[config.mk]
export PLATFORM = sky130hd
export DESIGN_NAME = kst_mac
export DESIGN_NICKNAME = d
export VERILOG_FILES = /design/src/rtl/core/kst_pkg.sv /design/src/rtl/core/kst_mac.sv
export SDC_FILE = /design/constraint.sdc
export NUM_CORES = 2
export LEC_CHECK = 0
export BUFFER_PORTS_ARGS = -buffer_cell sky130_fd_sc_hd__buf_2
export CORE_MARGIN = 2
export CORE_UTILIZATION = 63
export CTS_CLUSTER_SIZE = 20
export DETAILED_ROUTE_END_ITERATION = 12
export GPL_TIMING_DRIVEN = 0
export PLACE_DENSITY = 0.84
export RECOVER_POWER = 100
export SYNTH_ARGS = -nofsm -noshare
export SYNTH_HDL_FRONTEND = slang
export SYNTH_SLANG_ARGS = --single-unit
[constraint.sdc]
create_clock -name i_clk -period 14.82 [get_ports i_clk]
set_input_delay 1.482 -clock i_clk [delete_from_list [all_inputs] [get_ports i_clk]]
set_output_delay 1.482 -clock i_clk [all_outputs]
set_load 0.01 [all_outputs]
[src/rtl/core/kst_pkg.sv]
// ----------------------------------------------------------------------------
// kst_pkg: shared types and helpers of the keyframe spline table
// Payload structs, command and status codes, and the component helpers
// used by the spline sequencer.
// ----------------------------------------------------------------------------
`default_nettype none
package kst_pkg;

    localparam int MAX_KEYS_DEF = 64;
    localparam int ACC_W        = 42;   // spline accumulator width
    localparam int U_W          = 16;   // fraction width
    localparam int LAST_COMP    = 9;    // pos 0-2, pos+up 3-5, look 6-8, aperture 9

    localparam logic [31:0] TOTAL_RESET = 32'h0001_0000;

    localparam logic [1:0] CMD_ADD    = 2'd0;
    localparam logic [1:0] CMD_CHANGE = 2'd1;
    localparam logic [1:0] CMD_DELETE = 2'd2;
    localparam logic [1:0] CMD_QUERY  = 2'd3;

    localparam logic [1:0] ST_OK    = 2'd0;
    localparam logic [1:0] ST_DUP   = 2'd1;
    localparam logic [1:0] ST_NOKEY = 2'd2;
    localparam logic [1:0] ST_FULL  = 2'd3;

    typedef struct packed {
        logic [1:0]         command;
        logic [31:0]        key_time;
        logic signed [31:0] pos_x;
        logic signed [31:0] pos_y;
        logic signed [31:0] pos_z;
        logic signed [31:0] look_x;
        logic signed [31:0] look_y;
        logic signed [31:0] look_z;
        logic signed [31:0] up_x;
        logic signed [31:0] up_y;
        logic signed [31:0] up_z;
        logic [23:0]        aperture;
    } t_in;

    typedef struct packed {
        logic [1:0]         status;
        logic [31:0]        out_time;
        logic signed [31:0] out_pos_x;
        logic signed [31:0] out_pos_y;
        logic signed [31:0] out_pos_z;
        logic signed [31:0] out_look_x;
        logic signed [31:0] out_look_y;
        logic signed [31:0] out_look_z;
        logic signed [31:0] out_up_x;
        logic signed [31:0] out_up_y;
        logic signed [31:0] out_up_z;
        logic signed [31:0] out_aperture;
    } t_out;

    typedef struct packed {
        logic [31:0]        key_time;
        logic signed [31:0] pos_x;
        logic signed [31:0] pos_y;
        logic signed [31:0] pos_z;
        logic signed [31:0] look_x;
        logic signed [31:0] look_y;
        logic signed [31:0] look_z;
        logic signed [31:0] up_x;
        logic signed [31:0] up_y;
        logic signed [31:0] up_z;
        logic [23:0]        aperture;
    } t_key;

    localparam int KEY_W = $bits(t_key);

    // one spline component of a key, widened to 33 signed bits
    function automatic logic signed [32:0] key_elem(t_key k, logic [3:0] j);
        logic signed [32:0] v;
        v = '0;
        case (j)
            4'd0: v = 33'(k.pos_x);
            4'd1: v = 33'(k.pos_y);
            4'd2: v = 33'(k.pos_z);
            4'd3: v = 33'(k.pos_x) + 33'(k.up_x);
            4'd4: v = 33'(k.pos_y) + 33'(k.up_y);
            4'd5: v = 33'(k.pos_z) + 33'(k.up_z);
            4'd6: v = 33'(k.look_x);
            4'd7: v = 33'(k.look_y);
            4'd8: v = 33'(k.look_z);
            default: v = $signed({9'd0, k.aperture});
        endcase
        return v;
    endfunction

    // saturate to 32 signed bits
    function automatic logic signed [31:0] sat32(logic signed [ACC_W-1:0] x);
        logic signed [31:0] r;
        if (x > $signed(ACC_W'(32'sh7FFF_FFFF))) begin
            r = 32'sh7FFF_FFFF;
        end else if (x < -$signed(ACC_W'(33'sh0_8000_0000))) begin
            r = 32'sh8000_0000;
        end else begin
            r = x[31:0];
        end
        return r;
    endfunction

endpackage
`default_nettype wire

[src/rtl/core/kst_mac.sv]
// ----------------------------------------------------------------------------
// kst_mac: shared spline multiplier
// Registered product of the signed accumulator and the unsigned fraction.
// ----------------------------------------------------------------------------
`default_nettype none
module kst_mac (
    input  wire logic                                   i_clk,
    input  wire logic                                   i_en,
    input  wire logic signed [kst_pkg::ACC_W-1:0]       i_a,
    input  wire logic [kst_pkg::U_W-1:0]                i_u,
    output logic signed [kst_pkg::ACC_W+kst_pkg::U_W:0] o_prod
);
    logic signed [kst_pkg::ACC_W+kst_pkg::U_W:0] r_prod;

    // multiply with a register behind it
    always_ff @(posedge i_clk) begin
        if (i_en) begin
            r_prod <= i_a * $signed({1'b0, i_u});
        end
    end

    assign o_prod = r_prod;
endmodule
`default_nettype wire

==> impl_metrics.csv <==
group,metric,value,unit
floorplanning,dieArea,41000,sq um
timing,max_slew_margin,-131,%
logic_synthesis,synth_common_cells,"701 x inv_1, 629 x fa_1, 456 x nand2_1",
outcome,violations,"max-capacitance violations, max-slew violations",
logic_synthesis,yosys-top-cells-area,"fa_1 51%, inv_1 11%, edfxtp_1 7.1%",
logic_synthesis,synth_compound_area_share,4.67,%
worst_hold_path,worstHoldPathType,"in -> reg",
logic_synthesis,synthAdderAreaFrac,57.6,%
finish,final_nets,3666,
setup_path,cp_num_cells,21,
floorplanning,start_util,64.0,%
routing,drt_first_iter_violations,1386,
logic_synthesis,synth_top_family_by_area,"adder cells",
logic_synthesis,synthesis.nets,3545,
worst_hold_path,holdPathStages,2,
timing,setup_viol,0,
cts,clk_pin_slew,0.06,ns
setup_path,crit_top_cell,"fa_1",
setup_path,cp.required,14.93,ns
global_routing,track_usage,39.5,%
cts,cts_tree,"built",
place,globalplace.congestion,1.00,
place,io_buffers,110,
setup_path,cp-end-kind,"flip-flop",
routing,num_vias,19280,
floorplanning,die-width,203,um
logic_synthesis,ys_ff_latch,59,
run,maxCapViolCount,2,
global_routing,grt_pass1_wl,120,mm
timing,fmax,90.8,MHz
logic_synthesis,ys_types,65,
timing,maxSlewViolCount,63,
place,dpl.hpwl,62.8,mm
setup_path,cp_cell_sequence,"clkbuf_1, clkbuf_1, and2_0, fa_1, inv_1, fa_1, fa_1, inv_1, fa_1, fa_1, inv_1, fa_1, inv_1, ha_1, a21oi_1, nand4_1, a2111oi_0, nor3_1, or4_1, nand3_1, xnor2_1",
cts,clockBufferDepth,2,
timing,fin_crit,11.01,ns
logic_synthesis,netlist_instances,2719,
cts,cts_root_buf,"clkbuf_16",
logic_synthesis,synthArstFlopShare,0,%
floorplanning,num_rows,72,
global_routing,overflow,0,
setup_path,critical_path.top_delay_family,"adder cells",
finish,fillCellCount,3123,
global_routing,grt_max_degree,60,
cts,post_cts_buffers,0,
logic_synthesis,syn-cell-area,24800,sq um
timing,tns,0,ns
routing,via_per_inst,5.73,
floorplanning,dieHeight,203,um
finish,largest_register_ffs,59,
logic_synthesis,yosysSeqAreaShare,7.13,%
logic_synthesis,synthXorXnorAreaFrac,1.97,%
logic_synthesis,synth_top_area_cell,"fa_1",
setup_path,cp_data_arrival_time,11.12,ns
cts,cts_buffers,9,
timing,rsz0062_at_grt,"no",
cts,h-tree-depth,3,
routing,wl_per_cell,22.5,um
logic_synthesis,synth_flop_cell,"edfxtp_1",
routing,drc,0,
setup_path,cp_max_fo,10,
setup_path,cp-start-kind,"input pin",
finish,area_growth,5.42,%
routing,ant_nets,0,
logic_synthesis,synth_top_area_share,50.7,%
floorplanning,core,38800,sq um
logic_synthesis,syn_area_per_cell,9.14,sq um
logic_synthesis,synth_edf_count,59,
logic_synthesis,synth.most_common_cell,"inv_1",
setup_path,crit_type,"in -> reg",
logic_synthesis,synth-simple-area-share,16.0,%
setup_path,critPathSlowestCell,"a2111oi_0",
setup_path,max_stage_delay,2.30,ns
logic_synthesis,ys_warn_count,0,
outcome,status,"finished with violations",
finish,layout-drive-gt1-share,2.85,%
logic_synthesis,synth_mux_area_share,0,%
cts,ctsResizeCount,0,
routing,wl,75.8,mm
timing,hold_viol,0,
setup_path,path_buf_inv,6,
timing,fin_crit_sh,74.3,%
global_routing,grt_pass1_vias,21554,
global_routing,antenna_found_initial,4,
floorplanning,pin_count,119,
cts,clock_sinks,59,
timing,worstMarginPinSlew,3.47,ns
cts,cts_hold_buf,0,
routing,first_pass_iters,7,
==> layout by cell type (no fill, tap or decap), types with 3 or more instances in the layout <==
master     count
a2111oi_0      4
a21boi_0       4
a21o_1        15
a21oi_1       64
a31oi_1        3
and2_0         8
and2_1       252
and3_1         4
buf_2         56
clkbuf_1     189
clkbuf_16      9
clkinv_4       3
diode_2        4
edfxtp_1      59
fa_1         629
ha_1         137
inv_1        701
nand2_1      456
nand2b_1       4
nand3_1        9
nand4_1       20
nor2_1        43
nor2b_1        8
nor3_1        10
o21a_1        12
o21ai_0       26
o21ai_1        3
o21bai_1      11
o31ai_1        5
or3_1          4
or4_1          3
xnor2_1       34
xor2_1        22
==> cells by family after synthesis <==
group / after synthesis
adders and majority gates: 766
DFF: 59
buffers and inverters: 836
and+or+nand+nor: 831
xor gates and xnor gates: 56
AOI/OAI and AO/OA: 171
==> path summary, 6_finish.rpt <==
kind / start / end / slack [ns]
worst min-delay path: i_a[0] / o_prod[0] / 1.60
worst max-delay path: i_u[6] / o_prod[53] / 3.81
==> metrics by stage <==
step                      util [%]  instance area, sq um  hold WS, ns  cells  setup WS (ns)
final                         67.4                 26200         1.60   3367           3.81
after global routing          67.4                 26200         1.59   3365           4.06
after CTS                     67.8                 26300         1.57   3363           5.79
after detailed placement      67.1                 26000         1.89   3347           5.42
after global placement        67.1                 26000         1.89   3347           5.50
after floorplan                  -                 24800         1.59   2719           7.46
==> final cells by class <==
| cell class | count | area, sq um | area share, % |
|---|---|---|---|
| Antenna cell | 4 | 10.0 | 0.0382 |
| Buffer | 135 | 515 | 1.97 |
| Clock buffer | 9 | 225 | 0.860 |
| Clock inverter | 7 | 77.6 | 0.296 |
| Inverter | 701 | 2630 | 10.0 |
| Multi-Input combinational cell | 1824 | 19800 | 75.7 |
| Sequential cell | 59 | 1770 | 6.77 |
| Tap cell | 518 | 648 | 2.48 |
| Timing Repair Buffer | 110 | 474 | 1.81 |
==> metal layers <==
| metal | vias up | GRT usage [%] | wire length (um) |
|---|---|---|---|
| met3 | 271 | 9.36 | 7120 |
| li1 | 8113 | - | - |
| met2 | 1025 | 64.9 | 35700 |
| met1 | 9867 | 48.9 | 28300 |
| met5 | - | 0 | 29 |
| met4 | 4 | 21.1 | 4670 |
Power is left out: the tool's default activity adds up to more than one toggle a clock period on the data nets, which glitch-free logic cannot reach.
