[src/rtl/core/kst_pkg.sv]
// ----------------------------------------------------------------------------
// kst_pkg: shared types and helpers of the keyframe spline table
// Payload structs, command and status codes, and the component helpers
// used by the spline sequencer.
// ----------------------------------------------------------------------------
`default_nettype none
package kst_pkg;

    localparam int MAX_KEYS_DEF = 64;
    localparam int ACC_W        = 42;   // spline accumulator width
    localparam int U_W          = 16;   // fraction width
    localparam int LAST_COMP    = 9;    // pos 0-2, pos+up 3-5, look 6-8, aperture 9

    localparam logic [31:0] TOTAL_RESET = 32'h0001_0000;

    localparam logic [1:0] CMD_ADD    = 2'd0;
    localparam logic [1:0] CMD_CHANGE = 2'd1;
    localparam logic [1:0] CMD_DELETE = 2'd2;
    localparam logic [1:0] CMD_QUERY  = 2'd3;

    localparam logic [1:0] ST_OK    = 2'd0;
    localparam logic [1:0] ST_DUP   = 2'd1;
    localparam logic [1:0] ST_NOKEY = 2'd2;
    localparam logic [1:0] ST_FULL  = 2'd3;

    typedef struct packed {
        logic [1:0]         command;
        logic [31:0]        key_time;
        logic signed [31:0] pos_x;
        logic signed [31:0] pos_y;
        logic signed [31:0] pos_z;
        logic signed [31:0] look_x;
        logic signed [31:0] look_y;
        logic signed [31:0] look_z;
        logic signed [31:0] up_x;
        logic signed [31:0] up_y;
        logic signed [31:0] up_z;
        logic [23:0]        aperture;
    } t_in;

    typedef struct packed {
        logic [1:0]         status;
        logic [31:0]        out_time;
        logic signed [31:0] out_pos_x;
        logic signed [31:0] out_pos_y;
        logic signed [31:0] out_pos_z;
        logic signed [31:0] out_look_x;
        logic signed [31:0] out_look_y;
        logic signed [31:0] out_look_z;
        logic signed [31:0] out_up_x;
        logic signed [31:0] out_up_y;
        logic signed [31:0] out_up_z;
        logic signed [31:0] out_aperture;
    } t_out;

    typedef struct packed {
        logic [31:0]        key_time;
        logic signed [31:0] pos_x;
        logic signed [31:0] pos_y;
        logic signed [31:0] pos_z;
        logic signed [31:0] look_x;
        logic signed [31:0] look_y;
        logic signed [31:0] look_z;
        logic signed [31:0] up_x;
        logic signed [31:0] up_y;
        logic signed [31:0] up_z;
        logic [23:0]        aperture;
    } t_key;

    localparam int KEY_W = $bits(t_key);

    // one spline component of a key, widened to 33 signed bits
    function automatic logic signed [32:0] key_elem(t_key k, logic [3:0] j);
        logic signed [32:0] v;
        v = '0;
        case (j)
            4'd0: v = 33'(k.pos_x);
            4'd1: v = 33'(k.pos_y);
            4'd2: v = 33'(k.pos_z);
            4'd3: v = 33'(k.pos_x) + 33'(k.up_x);
            4'd4: v = 33'(k.pos_y) + 33'(k.up_y);
            4'd5: v = 33'(k.pos_z) + 33'(k.up_z);
            4'd6: v = 33'(k.look_x);
            4'd7: v = 33'(k.look_y);
            4'd8: v = 33'(k.look_z);
            default: v = $signed({9'd0, k.aperture});
        endcase
        return v;
    endfunction

    // saturate to 32 signed bits
    function automatic logic signed [31:0] sat32(logic signed [ACC_W-1:0] x);
        logic signed [31:0] r;
        if (x > $signed(ACC_W'(32'sh7FFF_FFFF))) begin
            r = 32'sh7FFF_FFFF;
        end else if (x < -$signed(ACC_W'(33'sh0_8000_0000))) begin
            r = 32'sh8000_0000;
        end else begin
            r = x[31:0];
        end
        return r;
    endfunction

endpackage
`default_nettype wire

[src/rtl/core/kst_div.sv]
// ----------------------------------------------------------------------------
// kst_div: iterative fraction divider
// Computes floor((num << 16) / den) for num < den, one quotient bit a cycle.
// ----------------------------------------------------------------------------
`default_nettype none
module kst_div (
    input  wire logic                     i_clk,
    input  wire logic                     i_rst_n,
    input  wire logic                     i_start,
    input  wire logic [31:0]              i_num,
    input  wire logic [31:0]              i_den,
    output logic                          o_done,
    output logic [kst_pkg::U_W-1:0]       o_quot
);
    localparam int CNT_W = $clog2(kst_pkg::U_W + 1);

    logic [32:0]              r_rem;
    logic [31:0]              r_den;
    logic [kst_pkg::U_W-1:0]  r_quot;
    logic [CNT_W-1:0]         r_cnt;
    logic                     r_busy;
    logic                     r_done;
    logic [32:0]              rem2;
    logic                     ge;

    assign rem2 = {r_rem[31:0], 1'b0};
    assign ge   = rem2 >= {1'b0, r_den};

    // restoring divide loop
    always_ff @(posedge i_clk) begin
        if (!i_rst_n) begin
            r_busy <= 1'b0;
            r_done <= 1'b0;
            r_cnt  <= '0;
        end else begin
            r_done <= 1'b0;
            if (i_start) begin
                r_rem  <= {1'b0, i_num};
                r_den  <= i_den;
                r_cnt  <= '0;
                r_busy <= 1'b1;
            end else if (r_busy) begin
                r_rem  <= ge ? (rem2 - {1'b0, r_den}) : rem2;
                r_quot <= {r_quot[kst_pkg::U_W-2:0], ge};
                r_cnt  <= r_cnt + 1'b1;
                if (r_cnt == CNT_W'(kst_pkg::U_W - 1)) begin
                    r_busy <= 1'b0;
                    r_done <= 1'b1;
                end
            end
        end
    end

    assign o_done = r_done;
    assign o_quot = r_quot;
endmodule
`default_nettype wire

[config.mk]
export PLATFORM = sky130hd
export DESIGN_NAME = kst_div
export DESIGN_NICKNAME = d
export VERILOG_FILES = /design/src/rtl/core/kst_pkg.sv /design/src/rtl/core/kst_div.sv
export SDC_FILE = /design/constraint.sdc
export NUM_CORES = 1
export LEC_CHECK = 0
export BUFFER_PORTS_ARGS = -buffer_cell sky130_fd_sc_hd__buf_4
export CAP_MARGIN = 20
export CORE_ASPECT_RATIO = 0.7
export CORE_UTILIZATION = 40
export CTS_CLUSTER_SIZE = 40
export DETAILED_ROUTE_END_ITERATION = 6
export SLEW_MARGIN = 20
export SYNTH_ARGS = -nofsm -noshare
export SYNTH_HDL_FRONTEND = slang
export SYNTH_SLANG_ARGS = --single-unit
[constraint.sdc]
create_clock -name i_clk -period 5.3 [get_ports i_clk]
set_clock_uncertainty 0.15 [all_clocks]
set_input_delay 1.06 -clock i_clk [delete_from_list [all_inputs] [get_ports i_clk]]
set_output_delay 1.06 -clock i_clk [all_outputs]
set_load 0.02 [all_outputs]
==> results.yml <==
die:
  rows: 35
  die_w_um: 141.1
  start_util: 0.4111
  pin_count: 84
  die_h_um: 99.38
  design.die.area_mm2: 0.01402
  coreArea_mm2: 0.01318
setup_path:
  cp.required_ps: 5250
  critPathKind: "flop to flop"
  rrSetupSlack_ps: 1550
  cpMostUsedCell: "mux2_2"
  worst_r2r_endpoint: "r_rem[17]"
  critPathLaunchType: "flop"
  r2r_cells: 11
  crit_family: "compound AO/OA/AOI/OAI gates"
  cp_slowest_stage_delay_ps: 420
  crit_path_end_kind: "flop"
  worstPathMaxFanout: 40
  crit_buf_inv: 1
  reg2reg_from: "r_rem[4]"
  worstPathArrival_ps: 3700
  cp_cell_sequence: "ha_1 -> nand4_1 -> o21bai_1 -> a31oi_2 -> o31ai_1 -> o31a_2 -> o21a_2 -> o21a_4 -> inv_4 -> mux2_2 -> mux2_2"
  slowest_stage: "edfxtp_1"
logic_synthesis:
  ys_async_sr_fraction: 0
  yosysUniqueCellTypes: 60
  synth.most_common_cell: "edfxtp_1"
  synth_enable_flop_cells: 80
  synth_common_cells: "edfxtp_1 (80), inv_1 (42), nor2_1 (40)"
  netlist_top_cells_area: "edfxtp_1 (44%), ha_1 (7.9%), nor3b_1 (3.3%)"
  synth_top_cell_area_share: 0.4433
  ys_ff_latch: 87
  postSynthAreaPerCell_um2: 10.50
  yosysWarnings: 0
  synthCells: 516
  seq_area_frac_synth: 0.4692
  netlist_area_mm2: 0.005419
  synth_top_area_cell: "edfxtp_1"
  ys.flop_type: "edfxtp_1"
  syn_nets: 618
outcome:
  status: "finished, final reports clean"
clock_tree:
  clock_path_buffers: 2
  clkTransAtPathRegs_ps: 70
  ctsRootBufferMaster: "clkbuf_16"
  cts_resized: 0
  cts_tree: "done"
  worstSkewPairLatency_ps: 350
  hold_buffers: 0
  cts.htree.levels: 3
  cts_setup_buffers: 0
  numCtsBuffers: 9
  clock-sinks: 87
placement:
  gp_congestion: 0.9323
  place_ws_ps: 1583
  hpwl_mm: 8.877
  io_buffers: 83
  dp_cells: 761
timing:
  rsz0062_at_grt: "no"
  final-hold-violation-count: 0
  post-route-period-util: 0.7085
  tns_ps: 0
  worst_slack_ps: 1545
  min_period_ps: 3755
  slew_viol_final: 0
  fmax_mhz: 266.3
  slew_headroom: 0.4177
  tightest_slew_ps: 873.5
  setup_viol: 0
drt:
  drc_errors: 0
  first_pass_iters: 5
  postRouteWirelength_mm: 12.45
  num_vias: 4117
  drtAntennaViolNets: 0
  wl_per_cell_um: 16.02
  drt_iter0_markers: 299
  viasPerCell: 5.299
cells_and_area:
  nFillCells: 1225
  fin_cells: 777
  multi_input_area_mm2: 0.002579
  nets: 689
  syn_to_final_growth_pct: 18.93
  regArea_mm2: 0.002542
  drive_gt1_frac: 0.2044
  diodes: 0
job:
  maxCapViolCount: 0
global_route:
  grtUsageMet2: 0.2563
  grt_pass1_vias: 3960
  use_met3: 0.04718
  grt_max_degree: 82
  busiest_layer: "met1"
  grt_overflow: 0
  grt_use_met1: 0.2785
  grt_pass1_wl_mm: 20.11
  grt_use_total: 0.1843
  antenna_found_initial: 0
worst_hold_path:
  min_path_cells: 0
  min_from: "o_quot[5]"
  hold_class: "flop to flop"
  hold_end: "o_quot[6]"
pwr:
  leakage_uw: 0.002630
  fin_total_pwr_uw: 2070
  power.density_mw_per_mm2: 321.2
  ir_worst_vdd_v: 0.0001445
## routing by layer
layer	wire, um	vias up
met5	0	-
met1	6512	1919
met3	828	9
met2	4985	145
li1	-	2044
met4	119	0
## worst max-delay path by stage
stage / from / endpoint / cells past startpoint
4_1_cts: r_rem[4] / r_rem[17] / 11
3_3_place_gp: r_rem[6] / r_rem[17] / 11
3_5_place_dp: r_rem[4] / r_rem[3] / 11
2_1_floorplan: i_start / r_den[0] / 4
6_report: r_rem[4] / r_rem[17] / 11
5_1_grt: r_rem[17] / r_rem[17] / 10
## cells by family after synthesis
kind of cell / after synthesis / share of synthesized area
AOI/OAI and AO/OA: 129 / 0.1672
xor gates and xnor gates: 32 / 0.05172
adders and majority gates: 35 / 0.08220
buffers and inverters: 67 / 0.05564
DFF: 87 / 0.4692
muxes: 13 / 0.02678
and+or+nand+nor: 153 / 0.1473
## sequential cells by signal, indices dropped and copies added (netlist names)
signal	cells
o_done	1
o_quot	16
r_busy	1
r_cnt	5
r_den	32
r_rem	32
## layout make-up
cell class	count	area share
inverters	43	0.02543
well taps	185	0.03592
clock buffers	9	0.03494
repair buffers	84	0.09785
flip-flops and latches	87	0.3945
multi-input cells	362	0.4001
clock inverters	7	0.01126
## cells in the final DEF, fill, tap and decap left out, drive strengths merged, types with 12 or more instances in the layout
cell type	netlist	routed
o21ai	23	23
xnor2	15	15
a21o	12	12
nand2	28	28
edfxtp	80	80
a21oi	35	35
nor2	40	40
ha	34	34
a221o	15	15
nor3	17	17
inv	43	47
xor2	17	17
buf	15	84
nor3b	24	24
## per-stage QoR
step,hold WS (ps),utilization,area [um2]
after floorplan,321.4,-,5419
after global placement,287.4,0.4662,6145
after detailed placement,288.1,0.4664,6147
after CTS,305.3,0.4889,6445
after global routing,308.0,0.4889,6445
final,304.5,0.4889,6445
## power breakdown
part	switching (uW)	internal [uW]	total [uW]
Sequential	22.7	815	838
Combinational	328	261	589
Clock	311	333	644
No activity file was read; power rests on OpenSTA's default activity.
