===== config.mk =====
export PLATFORM = sky130hd
export DESIGN_NAME = kst_ram
export DESIGN_NICKNAME = d
export VERILOG_FILES = /design/src/rtl/core/kst_ram.sv
export SDC_FILE = /design/constraint.sdc
export NUM_CORES = 1
export LEC_CHECK = 0
export ABC_CLOCK_PERIOD_IN_PS = 1700
export BUFFER_PORTS_ARGS = -buffer_cell sky130_fd_sc_hd__buf_4
export CORE_ASPECT_RATIO = 0.6
export CORE_UTILIZATION = 54
export DETAILED_ROUTE_END_ITERATION = 10
export HOLD_SLACK_MARGIN = 0.02
export PLACE_DENSITY = 0.75
export SETUP_SLACK_MARGIN = 0.05
export SYNTH_ARGS = -nofsm -noshare
export SYNTH_HDL_FRONTEND = slang
export SYNTH_SLANG_ARGS = --single-unit

===== constraint.sdc =====
create_clock -name i_clk -period 1.7 [get_ports i_clk]
set_input_delay 0.085 -clock i_clk [delete_from_list [all_inputs] [get_ports i_clk]]
set_output_delay 0.085 -clock i_clk [all_outputs]
set_load 0.01 [all_outputs]

===== src/rtl/core/kst_ram.sv =====
// ----------------------------------------------------------------------------
// kst_ram: generic simple dual-port RAM
// One write port, one read port with registered read data.
// ----------------------------------------------------------------------------
`default_nettype none
module kst_ram #(
    parameter int W = 8,
    parameter int D = 16
) (
    input  wire logic                 i_clk,
    input  wire logic                 i_we,
    input  wire logic [$clog2(D)-1:0] i_waddr,
    input  wire logic [W-1:0]         i_wdata,
    input  wire logic [$clog2(D)-1:0] i_raddr,
    output logic      [W-1:0]         o_rdata
);
    logic [W-1:0] r_mem [D];
    logic [W-1:0] r_rdata;

    // write and registered read
    always_ff @(posedge i_clk) begin
        if (i_we) begin
            r_mem[i_waddr] <= i_wdata;
        end
        r_rdata <= r_mem[i_raddr];
    end

    assign o_rdata = r_rdata;
endmodule
`default_nettype wire


==> results.md, run 1 <==
- CTS root buffer: clkbuf_16
- Fillers: 578
- Placed Cells: about 400
- Register clock-pin slew on the reported worst setup and hold paths: approximately 0.06 ns
- CTS tree: built
- Crit path launch type: register
- Placer Congestion: roughly 0.74
- Worst-path fanout max: 1
- Initial antenna violation count: 0
- H-tree Lvls: 4
- Die area: ~0.0099 sq mm
- Sinks on Clock Net: between 100 and 150
- Initial DRC Count: about 210
- Hold WC Path Type: input pin to register
- Synth unique cells: 19
- Total wire length: 10.1 mm
- Core Util, Final: between 60 and 70%
- Slew Viols, Final: 0
- Avg Synthesized Cell Area: 22.5 sq um
- Ys Warns: 0
- Vias in the first global route: 2,563
- Die Y: approximately 78 um
- RSZ-0062 raised after global routing: false
- IO Count: 26
- Final min period: 1.40 ns
- Final hold vios: 0
- Largest net degree at the start of global routing: 19
- Seq/Total Area, Yosys: slightly below 80%
- Post-Syn Instances: between 200 and 250
- Core Box Area: slightly above 0.009 sq mm
- Skew final: about 0.0072 ns
- Post-Layout Cell Count: between 400 and 500
- CP endpoint kind: register
- Final #Nets: ~310
- Share of post-route cells with drive strength above 1: between 30 and 40%
- Clk Latency, worst-skew pair: 0.41 ns
- ANT cells: 0
- Synth-to-Final Area Change: 24.2%
- Post-Syn Nets: roughly 250
- Post-route ant nets: 0
- Slew @ Worst Pin: approximately 0.43 ns
- Worst setup margin: 0.301 ns
- Peak supply drop: around 770 uV
- Vias/cell: between 5 and 6
- WHS: 0.179 ns
- Critical path class: register to register
- Final setup violation count: 0
- P per Cell Area: about 1300 mW/mm^2
- Required time of the critical path: about 2 ns
- GR Overflow Total: 0
- Worst EP arrival: ~1.7 ns
- First-pass GRT wire length: 15.2 mm
- First-pass DRT Iterations: 4
- Sum of negative setup slack: 0 ns
- Gr usage total: a little under a quarter
- CTS buffer count: 17
- Starting Density: between 50% and 60%
- Post CTS Setup Buffer Count: 0
- Dpl hpwl: about 6.2 mm
- Leak pwr: around 0.0022 uW
- Via Count: around 2,500
- Final Cycle Share: 82.3%
- WL per Instance: roughly 23 um
- Port bufs: 25
- CTS max path bufs: 2
- Setup WS pre-CTS: between 0.2 and 0.25 ns
- Normalized max-slew margin: roughly 71%
- Achievable Freq: 715 MHz
- Mapped Area: a little over 0.005 sq mm
- Residual DRC: 0
- #FFs+latches synth: 136
- Horiz. Die Dim: 128 um
- Row cnt: 27
- Max_cap viols: 0
- Outcome: complete, no violations
worst max-delay path, cell delays in order, from the launching register on:
cell and delay (ns):
edfxtp_1 0.37, mux4_1 0.53, a22oi_1 0.30, nand2_1 0.08
flip-flops by register name, indices dropped and copies added, names as in the netlist:
register and cells:
o_rdata 8, r_mem 128
kinds of logic (layout without fill, tap and decap cells):
family	Yosys count	count (layout)	synth area share (%)
flops	136	136	77.8
simple gates	35	35	3.18
mux	32	32	15.0
compound gates	16	16	2.33
buf+inv	10	90	1.68
power breakdown:
part	total [uW]	leakage (uW)	switching, uW	internal (uW)
logic	399	0.000670	204	195
clock network	4140	0.000324	1380	2760
registers	3770	0.00122	24.4	3750
total	8310	0.00222	1610	6700
cell type report:
class	count	area [sq um]	share of cell area, %
clock buffers	17	425	6.66
well taps	130	163	2.55
repair buffers	58	493	7.71
clock inverters	15	249	3.90
multi-input cells	83	1060	16.5
flip-flops and latches	136	4000	62.6
through the flow:
stage	instance area, sq um	total power (uW)
after floorplan	5150	4040
after global placement	5640	4210
after global routing	6390	8560
after CTS	6390	8370
final	6390	8310
after detailed placement	5640	4230
placed cells by master (no fill, tap or decap), drive strengths merged:
master / netlist / layout
inv: 0 / 2
a22oi: 16 / 16
and2: 1 / 1
clkinvlp: 0 / 2
nor2: 13 / 13
dlygate4sd3: 0 / 8
nand3b: 2 / 2
edfxtp: 128 / 128
mux4: 32 / 32
or3b: 1 / 1
nor3: 4 / 4
nand2: 9 / 9
bufinv: 0 / 6
nand2b: 2 / 2
dfxtp: 8 / 8
and2b: 1 / 1
buf: 7 / 50
nand3: 1 / 1
clkinv: 0 / 5
clkbuf: 0 / 17
nor2b: 1 / 1
synth_stat cells:
cell,count,area (sq um)
clkdlybuf4s25_2,3,30.0
nand2b_1,2,12.5
nand3_1,1,5.00
and2_1,1,6.26
dfxtp_1,8,160
buf_6,3,33.8
nand3b_1,2,15.0
nor3_1,4,20.0
nor2b_1,1,6.26
buf_2,3,15.0
nand2_1,9,33.8
a22oi_1,16,120
nor2_1,13,48.8
mux4_1,14,368
buf_4,1,7.51
and2b_1,1,7.51
mux4_2,18,405
edfxtp_1,128,3840
or3b_2,1,8.76
layer usage:
metal  routed length (um)  global-route usage [%]  share of wire (%)
met5                    0                       0                  0
met1                 4430                    33.0                 44
met2                 4700                    33.4                 47
met4                   32                    6.94               0.32
met3                  883                    8.34                8.8
final timing paths:
path	depth (start not counted)	startpoint	end	slack [ns]
max	3	r_mem[9][4]$_DFFE_PP_	o_rdata[4]$_DFF_P_	0.30
max reg2reg	3	r_mem[9][4]$_DFFE_PP_	o_rdata[4]$_DFF_P_	0.30
min	3	i_waddr[0]	r_mem[12][6]$_DFFE_PP_	0.18
min reg2reg	3	r_mem[7][0]$_DFFE_PP_	o_rdata[0]$_DFF_P_	0.67
repair_timing:
item | in CTS | in global routing
hold buffers | 8 | 0
setup endpoints to repair | 0 | 0
hold endpoints to repair | 128 | 0
resized for setup | 0 | 0
No activity file was read; power rests on OpenSTA's default activity.
==> run 2, diff against run 1 <==
Settings changed: ABC_CLOCK_PERIOD_IN_PS 1700 to 1300, CORE_UTILIZATION 54 to 55, PLACE_DENSITY 0.75 to 0.74.
Clock period 1.7 ns to 1.3 ns, I/O delays scaled along.
==> run 2 against run 1 <==
Die area fell by 1.8%. Global-route usage decreased by 0.59 points. Largest cell class unchanged. Combinational power grew 40%. Power grew 17%. First-iteration DRC count up 5.2%. Final cell count decreased by 2.7%. Clock-buffer cell count rose by 3. Sequential share of layout area rose by 1.1 points. Register-to-register slack worse by 0.30 ns.
==> results.md, run 2 (synthesized netlist as in run 1, its figures left out) <==
- Outcome: complete, no violations
- Critical path endpoint: o_rdata[4]$_DFF_P_
- Crit path depth: 3
- Final #Nets: 320
- Post CTS Setup Buffer Count: 0
- Register clock-pin slew on the reported worst setup and hold paths: roughly 0.060 ns
- Sequential group share of total power: about 51%
- Required time of the critical path: roughly 1.6 ns
- Starting Density: roughly three fifths
- Achievable Freq: between 700 and 800 MHz
- Sinks on Clock Net: about 140
- Pwr Total: around 9700 uW
- Post-route ant nets: 0
- First-pass GRT wire length: between 10 and 15 mm
- Die Y: between 70 and 80 um
- CP cell instances: mux4_2, a22oi_2, nand2_1
- Row cnt: 26
- CP endpoint kind: register
- H-tree Lvls: 4
- Comb power frac: 5.8%
- Final min period: approximately 1.3 ns
- Largest net degree at the start of global routing: 17
- Synth-to-Final Area Change: 22.1%
- Slew Viols, Final: 0
- Via Count: between 2,000 and 2,500
- Normalized max-slew margin: 34.7%
- Worst reg2reg endpoint: o_rdata[4]$_DFF_P_
- Clock power share: between 40% and 50%
- Dpl hpwl: between 6 and 7 mm
- Max_cap viols: 0
- Reg2Reg Depth: 3
- Final Cycle Share: 99.8%
- Peak supply drop: approximately 1100 uV
- WL per Instance: 23.0 um
- Crit path launch type: register
- ANT cells: 0
- Die area: between 0.009 and 0.01 sq mm
- Initial DRC Count: 224
- Placer Congestion: approximately 0.76
- Switching Share: between 20% and 30%
- Share of post-route cells with drive strength above 1: around 38%
- CP max stage cell: mux4_2
- CTS tree: built
- Initial antenna violation count: 0
- CTS max path bufs: 2
- WP buf/inv: 0
- GR Overflow Total: 0
- Clk Latency, worst-skew pair: 0.41 ns
- Hold WC Path Type: input pin to register
- Critical path class: register to register
- Int Pwr: between 7000 and 8000 uW
- P per Cell Area: ~1500 mW/mm^2
- Core Util, Final: 71.6%
- RSZ-0062 raised after global routing: true
- NetSw: 1940 uW
- Max reg flops: about 130
- Crit. Startpoint: r_mem[9][4]$_DFFE_PP_
- Gr usage total: between 20% and 30%
- Largest Register: r_mem
- First-pass DRT Iterations: 4
- Vias/cell: between 5 and 6
- Slew @ Worst Pin: ~1 ns
- Hold path cells: 3
- Most common cell after layout, fill and taps aside: edfxtp_1
- Horiz. Die Dim: 127 um
- Reg2Reg Setup Slack: between 0.002 and 0.003 ns
- IO Count: 26
- Skew final: 0.00545 ns
- CTS buffer count: 17
- Vias in the first global route: between 2,000 and 3,000
- Worst-path fanout max: 1
- Critical R2R Launch: r_mem[9][4]$_DFFE_PP_
- Core Box Area: 0.00878 sq mm
- Total wire length: 9.82 mm
- Residual DRC: 0
- Final hold vios: 0
- Port bufs: 25
- Final setup violation count: 0
- Slowest stage delay, CP: 0.48 ns
- Most frequent cells in the layout: edfxtp_1, buf_4, mux4_2, clkbuf_16, nor2_1
- Worst EP arrival: about 1.6 ns
- Leak pwr: around 0.0021 uW
- Critical path's top delay family: multiplexers
- CTS root buffer: clkbuf_16
==> run 2: metal layers <==
metal | global-route usage (%) | wire, um | vias to the layer above
li1 | - | - | 1112
met1 | 33.7 | 4290 | 1267
met2 | 31.9 | 4560 | 107
met3 | 6.42 | 944 | 2
met4 | 7.50 | 19 | 0
met5 | 0 | 0 | -
==> run 2: final cells by class <==
cell class	count	area, sq um
repair buffers	64	538
flip-flops and latches	136	4000
well taps	112	140
fillers	533	2500
clock inverters	12	85.1
clock buffers	20	437
multi-input cells	83	1080
==> run 2: worst min-delay path by stage <==
stage | start | endpoint | slack (ns)
2_1_floorplan | i_wdata[0] | r_mem[0][0]$_DFFE_PP_ | 0.16
6_report | i_waddr[0] | r_mem[4][4]$_DFFE_PP_ | 0.17
3_3_place_gp | i_wdata[6] | r_mem[6][6]$_DFFE_PP_ | 0.38
5_1_grt | i_waddr[0] | r_mem[4][4]$_DFFE_PP_ | 0.16
4_1_cts | i_waddr[1] | r_mem[4][4]$_DFFE_PP_ | 0.15
3_5_place_dp | i_wdata[0] | r_mem[6][0]$_DFFE_PP_ | 0.37
==> run 2: what timing repair did <==
action	CTS	global route
hold buffers	8	0
hold endpoints to repair	128	0
endpoints found under the setup margin	8	8
pin swaps	7	3
gates resized for setup	13	5
==> run 2: through the flow <==
stage	hold WS, ns	area [sq um]	TNS [ns]	setup slack (ns)	instances
after floorplan	0.164	5160	-0.863	-0.0311	229
after global placement	0.376	5670	-1.27	-0.139	387
after detailed placement	0.371	5670	-1.88	-0.140	387
after CTS	0.153	6290	0	0.0108	427
after global routing	0.162	6280	-0.0620	-0.0259	427
final	0.169	6280	0	0.00256	427
==> run 2: tightest hold or removal path, cell delays in order <==
cell and delay [ns]:
buf_4 0.13, nor3_2 0.06, buf_4 0.15
==> run 2: power groups by stage <==
| stage | clock network, uW | registers (uW) | logic (uW) |
|---|---|---|---|
| global route | 4470 | 4940 | 599 |
| finish | 4210 | 4940 | 559 |
| global placement | 0 | 5020 | 511 |
| floorplan | 0 | 5030 | 250 |
| detailed placement | 0 | 5030 | 519 |
| CTS | 4280 | 4940 | 562 |
